==> src/rtl/core/clsr_pkg.sv <==
// ----------------------------------------------------------------------------
// clsr_pkg: shared types and constants of the combined LCG shuffle generator
// Moduli, multipliers, fold factors and the request word of the mod-mult unit.
// ----------------------------------------------------------------------------
package clsr_pkg;

  typedef logic [30:0]        word_t;
  typedef logic signed [31:0] seed_t;

  // first generator
  localparam logic [31:0] MOD1       = 32'd2147483563;
  localparam logic [15:0] MUL1       = 16'd40014;
  // 2^31 mod MOD1
  localparam logic [7:0]  FOLD1      = 8'd85;
  localparam logic [31:0] MOD1_LESS1 = 32'd2147483562;

  // second generator
  localparam logic [31:0] MOD2       = 32'd2147483399;
  localparam logic [15:0] MUL2       = 16'd40692;
  // 2^31 mod MOD2
  localparam logic [7:0]  FOLD2      = 8'd249;

  localparam word_t       SECOND_RESET = 31'd123456789;

  // generator select for the shared unit
  localparam logic GEN_FIRST  = 1'b0;
  localparam logic GEN_SECOND = 1'b1;

  typedef struct packed {
    logic vld;
    logic sel;
  } mm_req_t;

endpackage

==> src/rtl/core/clsr_in_if.sv <==
// ----------------------------------------------------------------------------
// clsr_in_if: input word channel
// Carries the mode bit and the signed seed under a valid/ready handshake.
// ----------------------------------------------------------------------------
interface clsr_in_if;
  logic            valid;
  logic            ready;
  logic            mode;
  clsr_pkg::seed_t seed;

  modport source (output valid, mode, seed, input ready);
  modport sink   (input valid, mode, seed, output ready);
endinterface

==> src/rtl/core/clsr_out_if.sv <==
// ----------------------------------------------------------------------------
// clsr_out_if: result word channel
// Carries the combined random word and the updated first state.
// ----------------------------------------------------------------------------
interface clsr_out_if;
  logic            valid;
  logic            ready;
  clsr_pkg::word_t random_word;
  clsr_pkg::word_t next_seed;

  modport source (output valid, random_word, next_seed, input ready);
  modport sink   (input valid, random_word, next_seed, output ready);
endinterface

==> src/rtl/core/clsr_ram.sv <==
// ----------------------------------------------------------------------------
// clsr_ram: generic single-port-write, single-port-read RAM
// One write and one registered read per cycle.
// ----------------------------------------------------------------------------
module clsr_ram #(
  parameter int WIDTH = 31,
  parameter int DEPTH = 32,
  localparam int AW   = (DEPTH > 1) ? $clog2(DEPTH) : 1
) (
  input  logic             clk,
  input  logic             wr_en,
  input  logic [AW-1:0]    wr_addr,
  input  logic [WIDTH-1:0] wr_data,
  input  logic             rd_en,
  input  logic [AW-1:0]    rd_addr,
  output logic [WIDTH-1:0] rd_data
);

  logic [WIDTH-1:0] mem_r [DEPTH];

  always_ff @(posedge clk) begin
    if (wr_en) begin
      mem_r[wr_addr] <= wr_data;
    end
    if (rd_en) begin
      rd_data <= mem_r[rd_addr];
    end
  end

endmodule

==> src/rtl/core/clsr_mmul.sv <==
// ----------------------------------------------------------------------------
// clsr_mmul: shared modular multiply unit
// Two-stage pipeline: v * mul, then fold of the bits above 2^31 and one
// conditional subtract of the modulus.
// ----------------------------------------------------------------------------
module clsr_mmul (
  input  logic              clk,
  input  logic              rst_n,
  input  clsr_pkg::mm_req_t req,
  input  logic [31:0]       opnd,
  output logic              res_vld,
  output clsr_pkg::word_t   res
);

  logic        vld1_r;
  logic        sel1_r;
  logic [47:0] prod_r;
  logic        vld2_r;
  logic [15:0] mul;
  logic [16:0] hi;
  logic [7:0]  fold_c;
  logic [31:0] fold_mod;
  logic [31:0] fold_sum;
  logic [31:0] reduced;

  assign mul = (req.sel == clsr_pkg::GEN_SECOND) ? clsr_pkg::MUL2 : clsr_pkg::MUL1;

  // fold: hi * 2^31 + lo == hi * (2^31 mod m) + lo, below twice the modulus
  assign hi       = prod_r[47:31];
  assign fold_c   = (sel1_r == clsr_pkg::GEN_SECOND) ? clsr_pkg::FOLD2 : clsr_pkg::FOLD1;
  assign fold_mod = (sel1_r == clsr_pkg::GEN_SECOND) ? clsr_pkg::MOD2 : clsr_pkg::MOD1;
  assign fold_sum = 32'(25'(hi) * 25'(fold_c)) + {1'b0, prod_r[30:0]};
  assign reduced  = (fold_sum >= fold_mod) ? (fold_sum - fold_mod) : fold_sum;

  always_ff @(posedge clk) begin
    if (!rst_n) begin
      vld1_r <= 1'b0;
      vld2_r <= 1'b0;
    end else begin
      vld1_r <= req.vld;
      vld2_r <= vld1_r;
    end
  end

  always_ff @(posedge clk) begin
    sel1_r <= req.sel;
    prod_r <= 48'(opnd) * 48'(mul);
    res    <= reduced[30:0];
  end

  assign res_vld = vld2_r;

endmodule

==> src/rtl/core/combined_lcg_shuffle_rng_top.sv <==
// ----------------------------------------------------------------------------
// combined_lcg_shuffle_rng_top: combined LCG generator with shuffle table
// Two multiplicative congruential generators share one modular multiply
// unit; their outputs meet in a table of past first-generator values.
// ----------------------------------------------------------------------------
//
//  channel  | dir | handshake      | payload
//  ---------+-----+----------------+-------------------------------------
//  in_ch    | in  | valid / ready  | mode (1), seed (32, signed)
//  out_ch   | out | valid / ready  | random_word (31), next_seed (31)
//
//  A draw from the held state passes through the accept, a check of the
//  state, then five sequencer steps around the shared two-stage mod-mult
//  unit and the table RAM's registered read.
//  A reinitializing seed adds the INIT0 state, then TABLE_SIZE + 8 steps
//  that each issue to the unit, wait out its pipeline and take the result.
//  Reset is synchronous, active low; the table needs no clearing pass, a
//  per-entry valid bit makes unwritten entries read as zero.
//  A stalled result holds in the output register; the block takes a new
//  word once the sequencer is idle, even while that result waits.
// ----------------------------------------------------------------------------
module combined_lcg_shuffle_rng_top #(
  parameter int TABLE_SIZE = 32
) (
  input  logic        clk,
  input  logic        rst_n,
  clsr_in_if.sink     in_ch,
  clsr_out_if.source  out_ch
);

  localparam int IDX_W = (TABLE_SIZE > 1) ? $clog2(TABLE_SIZE) : 1;
  localparam int QW    = IDX_W + 1;
  localparam int MW    = IDX_W + 2;
  localparam int CNT_W = $clog2(TABLE_SIZE + 8);

  // index = last_output / DIVISOR, via a reciprocal and one correction
  localparam logic [31:0] DIVISOR    = 32'd1 + (clsr_pkg::MOD1_LESS1 / 32'(TABLE_SIZE));
  localparam logic [32:0] RECIP_FULL = 33'h1_0000_0000 / {1'b0, DIVISOR};
  localparam logic [MW-1:0] RECIP    = RECIP_FULL[MW-1:0];
  localparam logic [CNT_W-1:0] INIT_LAST = CNT_W'(TABLE_SIZE + 7);
  localparam logic [QW-1:0]    IDX_MAX_Q = QW'(TABLE_SIZE - 1);

  // sequencer states
  localparam logic [3:0] S_IDLE      = 4'd0;
  localparam logic [3:0] S_CHECK     = 4'd1;
  localparam logic [3:0] S_INIT0     = 4'd2;
  localparam logic [3:0] S_INIT_ISS  = 4'd3;
  localparam logic [3:0] S_INIT_WAIT = 4'd4;
  localparam logic [3:0] S_INIT_TAKE = 4'd5;
  localparam logic [3:0] S_D0        = 4'd6;
  localparam logic [3:0] S_D1        = 4'd7;
  localparam logic [3:0] S_D2        = 4'd8;
  localparam logic [3:0] S_D3        = 4'd9;
  localparam logic [3:0] S_D4        = 4'd10;

  // control and architectural state (reset)
  logic [3:0]            state_r,        state_nxt;
  logic [31:0]           first_state_r,  first_state_nxt;
  clsr_pkg::word_t       second_state_r, second_state_nxt;
  clsr_pkg::word_t       last_output_r,  last_output_nxt;
  logic [TABLE_SIZE-1:0] tbl_vld_r,      tbl_vld_nxt;
  logic                  out_valid_r,    out_valid_nxt;

  // datapath registers (no reset)
  logic [31:0]           v_r,        v_nxt;
  logic [CNT_W-1:0]      cnt_r,      cnt_nxt;
  logic [QW-1:0]         q_r,        q_nxt;
  logic [QW+30:0]        qd_r,       qd_nxt;
  logic [IDX_W-1:0]      idx_r,      idx_nxt;
  clsr_pkg::word_t       out_word_r, out_word_nxt;
  clsr_pkg::word_t       out_seed_r, out_seed_nxt;

  // shared unit and table
  clsr_pkg::mm_req_t mm_req;
  logic [31:0]       mm_opnd;
  logic              mm_res_vld;
  clsr_pkg::word_t   mm_res;

  logic              ram_wr_en;
  logic [IDX_W-1:0]  ram_wr_addr;
  clsr_pkg::word_t   ram_wr_data;
  logic              ram_rd_en;
  clsr_pkg::word_t   ram_rd_data;

  // combinational helpers
  logic [31+MW-1:0]  q_prod;
  logic [QW-1:0]     q_inc;
  logic [QW-1:0]     q_sel;
  clsr_pkg::word_t   tbl_val;
  logic signed [32:0] diff;
  logic signed [32:0] diff_adj;
  logic              in_acc;
  logic              out_free;

  clsr_mmul u_mmul (
    .clk     (clk),
    .rst_n   (rst_n),
    .req     (mm_req),
    .opnd    (mm_opnd),
    .res_vld (mm_res_vld),
    .res     (mm_res)
  );

  clsr_ram #(
    .WIDTH (31),
    .DEPTH (TABLE_SIZE)
  ) u_tbl (
    .clk     (clk),
    .wr_en   (ram_wr_en),
    .wr_addr (ram_wr_addr),
    .wr_data (ram_wr_data),
    .rd_en   (ram_rd_en),
    .rd_addr (idx_r),
    .rd_data (ram_rd_data)
  );

  assign in_ch.ready        = (state_r == S_IDLE);
  assign in_acc             = in_ch.valid && (state_r == S_IDLE);
  assign out_ch.valid       = out_valid_r;
  assign out_ch.random_word = out_word_r;
  assign out_ch.next_seed   = out_seed_r;
  assign out_free           = !out_valid_r || out_ch.ready;

  // index path: estimate, then bump by one if the next multiple still fits
  assign q_prod  = (31+MW)'(last_output_r) * (31+MW)'(RECIP);
  assign q_inc   = q_r + QW'(1);
  assign q_sel   = ({{QW{1'b0}}, last_output_r} >= qd_r) ? q_inc : q_r;

  // combine: table entry minus second generator, wrapped into 1..MOD1-1
  assign tbl_val  = tbl_vld_r[idx_r] ? ram_rd_data : '0;
  assign diff     = $signed({2'b00, tbl_val}) - $signed({2'b00, second_state_r});
  assign diff_adj = (diff < 33'sd1) ? (diff + $signed({1'b0, clsr_pkg::MOD1_LESS1}))
                                    : diff;

  always_comb begin
    state_nxt        = state_r;
    first_state_nxt  = first_state_r;
    second_state_nxt = second_state_r;
    last_output_nxt  = last_output_r;
    tbl_vld_nxt      = tbl_vld_r;
    out_valid_nxt    = out_valid_r;
    v_nxt            = v_r;
    cnt_nxt          = cnt_r;
    q_nxt            = q_r;
    qd_nxt           = qd_r;
    idx_nxt          = idx_r;
    out_word_nxt     = out_word_r;
    out_seed_nxt     = out_seed_r;
    mm_req.vld       = 1'b0;
    mm_req.sel       = clsr_pkg::GEN_FIRST;
    mm_opnd          = first_state_r;
    ram_wr_en        = 1'b0;
    ram_wr_addr      = idx_r;
    ram_wr_data      = first_state_r[30:0];
    ram_rd_en        = 1'b0;

    // drop the held result once taken
    if (out_valid_r && out_ch.ready) begin
      out_valid_nxt = 1'b0;
    end

    case (state_r)
      S_IDLE: begin
        if (in_acc) begin
          if (in_ch.mode) begin
            first_state_nxt = in_ch.seed;
          end
          state_nxt = S_CHECK;
        end
      end
      S_CHECK: begin
        // zero or negative state forces a full reinit
        if ((first_state_r == 32'd0) || first_state_r[31]) begin
          v_nxt     = (first_state_r == 32'd0) ? 32'd1 : (32'd0 - first_state_r);
          state_nxt = S_INIT0;
        end else begin
          state_nxt = S_D0;
        end
      end
      S_INIT0: begin
        second_state_nxt = (v_r >= clsr_pkg::MOD2) ? 31'(v_r - clsr_pkg::MOD2) : v_r[30:0];
        cnt_nxt          = INIT_LAST;
        state_nxt        = S_INIT_ISS;
      end
      S_INIT_ISS: begin
        mm_req.vld = 1'b1;
        mm_opnd    = v_r;
        state_nxt  = S_INIT_WAIT;
      end
      S_INIT_WAIT: begin
        state_nxt = S_INIT_TAKE;
      end
      S_INIT_TAKE: begin
        // warm-up steps first, then fill the table from the top down
        v_nxt = {1'b0, mm_res};
        if (cnt_r < CNT_W'(TABLE_SIZE)) begin
          ram_wr_en   = 1'b1;
          ram_wr_addr = cnt_r[IDX_W-1:0];
          ram_wr_data = mm_res;
        end
        if (cnt_r == '0) begin
          first_state_nxt = {1'b0, mm_res};
          last_output_nxt = mm_res;
          tbl_vld_nxt     = '1;
          state_nxt       = S_D0;
        end else begin
          cnt_nxt   = cnt_r - CNT_W'(1);
          state_nxt = S_INIT_ISS;
        end
      end
      S_D0: begin
        mm_req.vld = 1'b1;
        mm_req.sel = clsr_pkg::GEN_FIRST;
        mm_opnd    = first_state_r;
        q_nxt      = q_prod[31+MW-1:32];
        state_nxt  = S_D1;
      end
      S_D1: begin
        mm_req.vld = 1'b1;
        mm_req.sel = clsr_pkg::GEN_SECOND;
        mm_opnd    = {1'b0, second_state_r};
        qd_nxt     = (QW+31)'(q_inc) * (QW+31)'(DIVISOR);
        state_nxt  = S_D2;
      end
      S_D2: begin
        first_state_nxt = {1'b0, mm_res};
        idx_nxt         = (q_sel > IDX_MAX_Q) ? IDX_MAX_Q[IDX_W-1:0] : q_sel[IDX_W-1:0];
        state_nxt       = S_D3;
      end
      S_D3: begin
        second_state_nxt = mm_res;
        ram_rd_en        = 1'b1;
        state_nxt        = S_D4;
      end
      S_D4: begin
        // hold here until the output register is free
        if (out_free) begin
          ram_wr_en       = 1'b1;
          tbl_vld_nxt     = tbl_vld_r | (TABLE_SIZE'(1) << idx_r);
          last_output_nxt = diff_adj[30:0];
          out_word_nxt    = diff_adj[30:0];
          out_seed_nxt    = first_state_r[30:0];
          out_valid_nxt   = 1'b1;
          state_nxt       = S_IDLE;
        end
      end
      default: begin
        state_nxt = S_IDLE;
      end
    endcase
  end

  always_ff @(posedge clk) begin
    if (!rst_n) begin
      state_r        <= S_IDLE;
      first_state_r  <= '0;
      second_state_r <= clsr_pkg::SECOND_RESET;
      last_output_r  <= '0;
      tbl_vld_r      <= '0;
      out_valid_r    <= 1'b0;
    end else begin
      state_r        <= state_nxt;
      first_state_r  <= first_state_nxt;
      second_state_r <= second_state_nxt;
      last_output_r  <= last_output_nxt;
      tbl_vld_r      <= tbl_vld_nxt;
      out_valid_r    <= out_valid_nxt;
    end
  end

  always_ff @(posedge clk) begin
    v_r        <= v_nxt;
    cnt_r      <= cnt_nxt;
    q_r        <= q_nxt;
    qd_r       <= qd_nxt;
    idx_r      <= idx_nxt;
    out_word_r <= out_word_nxt;
    out_seed_r <= out_seed_nxt;
  end

  // unit results arrive only where the sequencer picks them up
  a_mm_res_expected: assert property (@(posedge clk) disable iff (!rst_n)
    mm_res_vld |-> (state_r == S_D2 || state_r == S_D3 || state_r == S_INIT_TAKE))
    else $error("mod-mult result outside a pickup state");

  // second generator stays reduced below its modulus
  a_second_reduced: assert property (@(posedge clk) disable iff (!rst_n)
    {1'b0, second_state_r} < clsr_pkg::MOD2)
    else $error("second generator state not reduced");

  // table index in range when the read goes out
  a_idx_range: assert property (@(posedge clk) disable iff (!rst_n)
    (state_r == S_D3) |-> (32'(idx_r) < 32'(TABLE_SIZE)))
    else $error("shuffle index out of range");

  // a result that raises out_valid lies in 1..MOD1-1
  a_word_range: assert property (@(posedge clk) disable iff (!rst_n)
    $rose(out_valid_r) |-> (out_word_r != '0 && {1'b0, out_word_r} < clsr_pkg::MOD1))
    else $error("combined word out of range");

  // an accepted word always starts with the state check
  a_accept_check: assert property (@(posedge clk) disable iff (!rst_n)
    in_acc |=> (state_r == S_CHECK))
    else $error("accepted word did not enter the check state");

endmodule

==> src/flat_wrapper.sv <==
// flat-port wrapper written by rule: the top's interface ports become plain ports
module combined_lcg_shuffle_rng_top_flat 
#(
  parameter int TABLE_SIZE = 32
)
  (clk, rst_n, in_ch_valid, in_ch_mode, in_ch_seed, in_ch_ready, out_ch_valid, out_ch_random_word, out_ch_next_seed, out_ch_ready);
  clsr_in_if in_ch_i ();
  clsr_out_if out_ch_i ();
  input  logic clk;
  input  logic rst_n;
  input wire logic [$bits(in_ch_i.valid)-1:0] in_ch_valid;
  input wire logic [$bits(in_ch_i.mode)-1:0] in_ch_mode;
  input wire logic [$bits(in_ch_i.seed)-1:0] in_ch_seed;
  output wire logic [$bits(in_ch_i.ready)-1:0] in_ch_ready;
  output wire logic [$bits(out_ch_i.valid)-1:0] out_ch_valid;
  output wire logic [$bits(out_ch_i.random_word)-1:0] out_ch_random_word;
  output wire logic [$bits(out_ch_i.next_seed)-1:0] out_ch_next_seed;
  input wire logic [$bits(out_ch_i.ready)-1:0] out_ch_ready;
  assign in_ch_i.valid = in_ch_valid;
  assign in_ch_i.mode = in_ch_mode;
  assign in_ch_i.seed = in_ch_seed;
  assign in_ch_ready = in_ch_i.ready;
  assign out_ch_valid = out_ch_i.valid;
  assign out_ch_random_word = out_ch_i.random_word;
  assign out_ch_next_seed = out_ch_i.next_seed;
  assign out_ch_i.ready = out_ch_ready;
  combined_lcg_shuffle_rng_top #(.TABLE_SIZE(TABLE_SIZE)) u_core (.clk(clk), .rst_n(rst_n), .in_ch(in_ch_i), .out_ch(out_ch_i));
endmodule
==> config.mk <==
export PLATFORM = sky130hd
export DESIGN_NAME = combined_lcg_shuffle_rng_top_flat
export DESIGN_NICKNAME = d
export VERILOG_FILES = /design/src/rtl/core/clsr_pkg.sv /design/src/rtl/core/clsr_in_if.sv /design/src/rtl/core/clsr_out_if.sv /design/src/rtl/core/clsr_ram.sv /design/src/rtl/core/clsr_mmul.sv /design/src/rtl/core/combined_lcg_shuffle_rng_top.sv /design/src/flat_wrapper.sv
export SDC_FILE = /design/constraint.sdc
export NUM_CORES = 2
export LEC_CHECK = 0
export BUFFER_PORTS_ARGS = -buffer_cell sky130_fd_sc_hd__buf_4
export CAP_MARGIN = 30
export CORE_MARGIN = 3
export CORE_UTILIZATION = 59
export CTS_BUF_LIST = sky130_fd_sc_hd__clkbuf_2 sky130_fd_sc_hd__clkbuf_4 sky130_fd_sc_hd__clkbuf_8
export DETAILED_ROUTE_END_ITERATION = 7
export PLACE_DENSITY = 0.86
export SKIP_LAST_GASP = 1
export SYNTH_ARGS = -nofsm -noshare
export SYNTH_HDL_FRONTEND = slang
export SYNTH_SLANG_ARGS = --single-unit
==> constraint.sdc <==
create_clock -name clk -period 14.35 [get_ports clk]
set_input_delay 2.87 -clock clk [delete_from_list [all_inputs] [get_ports clk]]
set_output_delay 2.87 -clock clk [all_outputs]
set_load 0.02 [all_outputs]
======== Word level (Yosys, flattened, before mapping) ========
Memories as Yosys holds them, arrays and structs flattened. A register that Yosys moved wholly into a read port is not among the register bits.
Index checks and enable logic that the tools add are counted.
storage, ports and cells
  flip-flop bits (word level) ............. 352
  bits in writable memories ............... 992
  input port bits ......................... 37
  output and inout bits ................... 64
  logic and storage cells ................. 118
  memories kept ........................... 1
memories
  name                depth  bits a word  rd ports  clocked after Yosys merged registers in  wr ports  RTL line        source
  u_core.u_tbl.mem_r  32     31           1         1                                        1         clsr_ram.sv:19  logic [WIDTH-1:0] mem_r [DEPTH];
operators by class
  add/sub/neg operators ................... 8
  multiply operators ...................... 3
  $lt $le $gt $ge ......................... 7
  eq/ne operators ......................... 16
  shift-type cells ........................ 1
  multiplexer cells ....................... 46
  bitwise gates (word level) .............. 1
  reduce and logical (&&, ||, !) cells .... 19
operators by type and width
  kind                    count
  $mux 31                 8
  $mux 32                 7
  $pmux 32 s2             3
  $pmux 31 s2             2
  $pmux 32 s3             1
  $mul 32x16->48          1
  $pmux 4 s11             1
  $add 25x31->32          1
  $ge 31x32->1            1
  $ge 32x31->1            1
  $ge 32x31->1 const B    1
  $logic_not 32->1        1
  $lt 32x2->1 const B     1
  $or 32x32->32           1
  $shl 1x5->32 const A    1
  $sub 1x32->32 const A   1
  $sub 31x31->32          1
  $add 31x8->31 const B   1
  $mul 6x25->31 const B   1
  $sub 31x31->31          1
  $sub 31x31->31 const B  1
  $mul 17x8->25           1
  $eq 4x3->1 const B      4
  $mux 8                  2
  29 further kinds        57

======== Logic depth before layout (Yosys ltp) ========
  depth after elaboration ................. 8
  depth in mapped cells ................... 35

======== By module ========
A second synthesis with hierarchy kept.
second synthesis, totals
  cell total of the unflattened synthesis .. 6,055
  area, all modules ....................... 76,296.9 sq um
by module, submodules not included
  module                        times used  cells each  area each (sq um)  seq. area each (sq um)
  clsr_ram                      1           2,192       39,474.1           30,719.5
  clsr_mmul                     1           1,908       18,680.4           1,621.6
  combined_lcg_shuffle_rng_top  1           1,955       18,142.4           6,826.5

======== Worst setup path before layout ========
No wires, ideal clock.
  path kind ............................... register to register
  start point ............................. register u_core.state_r[0]
  end point ............................... register u_core.u_mmul.prod_r[46]
  setup time .............................. 0.127 ns
  arrival ................................. 7.958 ns
  required time ........................... 14.223 ns
  slack ................................... 6.264 ns
  stages on the path, launching flop included .. 32
  path buffers ............................ 4
  period minus slack after synthesis ...... 8.086 ns
  cells stage by stage .................... dfxtp_1 > clkbuf_1 > nand2_1 > or2_2 > clkbuf_1 > clkbuf_1 > clkbuf_1 > o21ai_0 > and2_1 > fa_1 > inv_1 > fa_1 > inv_1 > fa_1 > fa_1 > fa_1 > inv_1 > fa_1 > inv_1 > ha_1 > a21o_1 > a21o_1 > a21oi_1 > o21ai_0 > a31oi_1 > o21ai_0 > o21ai_0 > a31oi_1 > a41o_1 > nor4_1 > nor3_1 > xor2_1
between the ends
  longest elaborated chain between the ends .. 4
  elaborated cells between the ends (all ways) .. 6
  classes of those cells .................. mul (1); eq/ne (2); mux (3)
ends and longest elaborated chain
  element                 RTL line                             source
  from (decl)             combined_lcg_shuffle_rng_top.sv:57   logic [3:0] state_r, state_nxt;
  from (signal assigned)  combined_lcg_shuffle_rng_top.sv:262  state_r <= state_nxt;
  $eq 4x3->1              --
  $mux 1                  combined_lcg_shuffle_rng_top.sv:162  case (state_r)
  $mux 10                 clsr_mmul.sv:26                      assign mul = (req.sel == clsr_pkg::GEN_SECOND) ? clsr_pkg::MUL2 : clsr_pkg::MUL1;
  $mul 32x16->48 *        clsr_mmul.sv:47                      prod_r <= 48'(opnd) * 48'(mul);
  to (signal assigned)    clsr_mmul.sv:47
  to (decl)               clsr_mmul.sv:17                      logic [47:0] prod_r;
Every way passes the cells marked *; elsewhere a longest branch is shown, timed or not.
A chain may end at the register's enable or synchronous reset.

======== Final worst setup path ========
Ends and elaborated chain as after synthesis.

==> impl_metrics.tcl <==
set metrics [dict create \
    p_seq_share_pct 25.7 \
    slowest_delay_ns 0.52 \
    p_int_mw 10.9 \
    synth_area_per_cell_um2 13.5 \
    cp-start-kind "register" \
    final_area_um2 83400 \
    die_w_um 363 \
    synth_edf_count 1163 \
    drtPass1Iterations 6 \
    crit_slowest_cell "fa_1" \
    hold_viol_final 0 \
    synthCells 5542 \
    dp_slack_ns 5.41 \
    swShare_pct 45.1 \
    crit_family "adder cells" \
    tns_ns 0 \
    maxCapViolCount 0 \
    grt-ovfl-total 0 \
    fin_ws_ns 5.25 \
    critPathArrivalTime_ns 9.84 \
    fin_util_pct 66.2 \
    combPwrFrac_pct 57.4 \
    rows 130 \
    syn-cell-area_um2 75000 \
    switchingPower_mw 8.96 \
    async_flop_share_pct 0 \
    period_share_pct 63.4 \
    ys.flop_type "edfxtp_1" \
    syn_to_final_growth_pct 11.1 \
    cts_sinks 1373 \
    fillers 8324 \
    max-vdd-ir-drop_mv 0.659 \
    endpoint_kind "register" \
    clockBufferDepth 3 \
    grt_use_total_pct 33.9 \
    fmax_mhz 110 \
    ys_types 88 \
    layout_common_cells "1,163 x edfxtp_1, 719 x inv_1, 390 x fa_1" \
    hold_class "reg2reg" \
    tritoncts "built" \
    total_power_mw 19.9 \
    root_buffer "clkbuf_8" \
    clkTransAtPathRegs_ns 0.07 \
    cp_max_fo 64 \
    cts_max_level 4 \
    start_util_pct 59.6 \
    fp.dieH_um 363 \
    first_global_vias 50200 \
    post_cts_buffers 0 \
    ys_seq_area_share_pct 52.2 \
    wire_per_inst_um 29.6 \
    grt_start_max_net_pins 144 \
    synth-seq-cells 1373 \
    cts_resized 0 \
    crit_required_ns 15.09 \
    crit_top_cell "fa_1" \
    rsz0062_at_grt "false" \
    numPortBuffers 100 \
    core_area_um2 126000 \
    relSlewSlack_pct 17.8 \
    fin_crit_ns 9.10 \
    final_common_cell "edfxtp_1" \
    critPathBufInv 6 \
    slew_viol_final 0 \
    drc 0 \
    routed_wl_um 225000 \
    antenna_found_initial 16 \
    postPlaceCellArea_um2 78400 \
    crit_type "reg2reg" \
    power.density_nw_per_um2 238 \
    vias 50200 \
    dp_hpwl_um 147000 \
    gp_congestion 1.01 \
    grt_first_pass_wirelength_um 325000 \
    yosysWarningCount 0 \
    drive_gt1_share_pct 17.2 \
    die_area_um2 131000 \
    drtIter0Drc 7828 \
    avgViaCountPerCell 6.61 \
    fin_worst_skew_ns 0.0904 \
    crit_path_start "u_core.state_r[0]$_SDFFE_PN0P_" \
    tightest_slew_ns 1.23 \
    ioPinCount 101 \
    setup_viol 0 \
    clock_latency_ns 0.95 \
    nets 6560 \
    numCtsBuffers 206 \
    ant_nets 0 \
    hold_start "u_core.tbl_vld_r[8]$_SDFFE_PN0P_" \
    outcome "completed" \
    p_clk_share_pct 17.0 \
    ctsHoldBuffers 0 \
    leakagePower_nw 33.2 \
    r2r-start "u_core.state_r[0]$_SDFFE_PN0P_" \
]
-- path summary, 6_finish.rpt --
| check | end | slack (ns) | depth (start not counted) |
|---|---|---|---|
| max reg2reg | u_core.u_mmul.prod_r[46]$_DFF_P_ | 5.25 | 33 |
| min | u_core.tbl_vld_r[8]$_SDFFE_PN0P_ | 0.47 | 2 |
| min reg2reg | u_core.tbl_vld_r[8]$_SDFFE_PN0P_ | 0.47 | 2 |
| max | u_core.u_mmul.prod_r[46]$_DFF_P_ | 5.25 | 33 |
-- flip-flops by register name, summed over array words and instances (netlist names) --
signal / count
u_core.cnt_r: 6
u_core.first_state_r: 32
u_core.idx_r: 5
u_core.last_output_r: 31
u_core.out_ch.next_seed: 31
u_core.out_ch.random_word: 31
u_core.out_ch.valid: 1
u_core.q_r: 5
u_core.qd_r: 30
u_core.second_state_r: 31
u_core.state_r: 4
u_core.tbl_vld_r: 32
u_core.u_mmul.prod_r: 47
u_core.u_mmul.res: 31
u_core.u_mmul.sel1_r: 1
u_core.u_tbl.mem_r: 992
u_core.u_tbl.rd_data: 31
u_core.v_r: 32
-- cell families after synthesis --
group / Yosys count / synth area share (%)
buf+inv: 944 / 4.77
other cells: 2 / 0.0100
flops: 1373 / 52.2
mux: 415 / 10.9
simple gates: 1084 / 6.78
fa+ha+maj: 750 / 16.4
compound gates: 762 / 6.44
xor+xnor: 212 / 2.49
-- area by class of cell --
type | count | area, um^2 | area share [%]
sequential | 1373 | 39100 | 46.9
multi-input combinational | 3228 | 32700 | 39.2
clock buffer | 273 | 3370 | 4.04
inverter | 723 | 2720 | 3.26
timing repair buffer | 241 | 2480 | 2.97
tap | 1650 | 2060 | 2.48
clock inverter | 105 | 932 | 1.12
antenna | 8 | 20.0 | 0.0240
-- metrics by stage --
stage	hold WS, ns	cells
after floorplan	0.403	5545
after global placement	0.441	7178
after detailed placement	0.453	7190
after CTS	0.469	7568
after global routing	0.497	7597
final	0.470	7601
-- worst min-delay path, stage by stage, from the launching register on --
cell and delay, ns:
dfxtp_1 0.33, a21oi_1 0.04, nor2_1 0.07
-- synthesized netlist by cell type (7+ instances only) --
cell type,instances,area (um^2)
or4_1,9,67.6
or2_2,24,150
o211ai_1,23,173
buf_1,30,113
mux4_2,320,7210
a21oi_1,242,1210
o31ai_1,11,82.6
and4_1,10,87.6
o21bai_1,19,143
mux2_2,42,473
clkbuf_1,180,676
o21ai_1,7,35.0
or3_1,22,138
a22oi_1,27,203
mux2i_1,53,531
nand3b_1,9,67.6
nor2_1,337,1260
nand2b_1,46,288
nor2b_1,56,350
a211o_1,7,61.3
xor2_1,74,648
fa_1,390,7810
a21boi_0,13,97.6
o21ai_0,168,841
o2111ai_1,13,114
xnor2_1,137,1200
a211oi_1,44,330
a31oi_1,20,125
nor4_1,21,131
nand3_1,77,385
nor3b_1,7,52.6
dfxtp_1,210,4200
inv_1,719,2700
and3_1,34,213
edfxtp_1,1163,34900
nand4_1,19,119
a21o_1,66,495
and2_1,22,138
nor3_1,43,215
ha_1,360,4500
o21a_1,31,233
nand2_1,329,1230
-- power by group through the flow --
stage,Sequential [mW],Combinational (mW),Clock [mW]
after floorplan,4.95,8.23,0
after global routing,5.07,12.7,3.55
after CTS,5.07,11.2,3.36
after detailed placement,5.15,11.1,0
final,5.10,11.4,3.37
after global placement,5.15,10.7,0
-- metal layers --
layer  GRT usage (%)  vias to the layer above  share of wire, %
met5               0                        -             0.032
met4            18.9                       10               6.7
met3            9.48                      980                14
met2            51.5                     4146                45
met1            44.5                    24700                34
li1                -                    20400                 -
(Power assumes the default switching activity.)
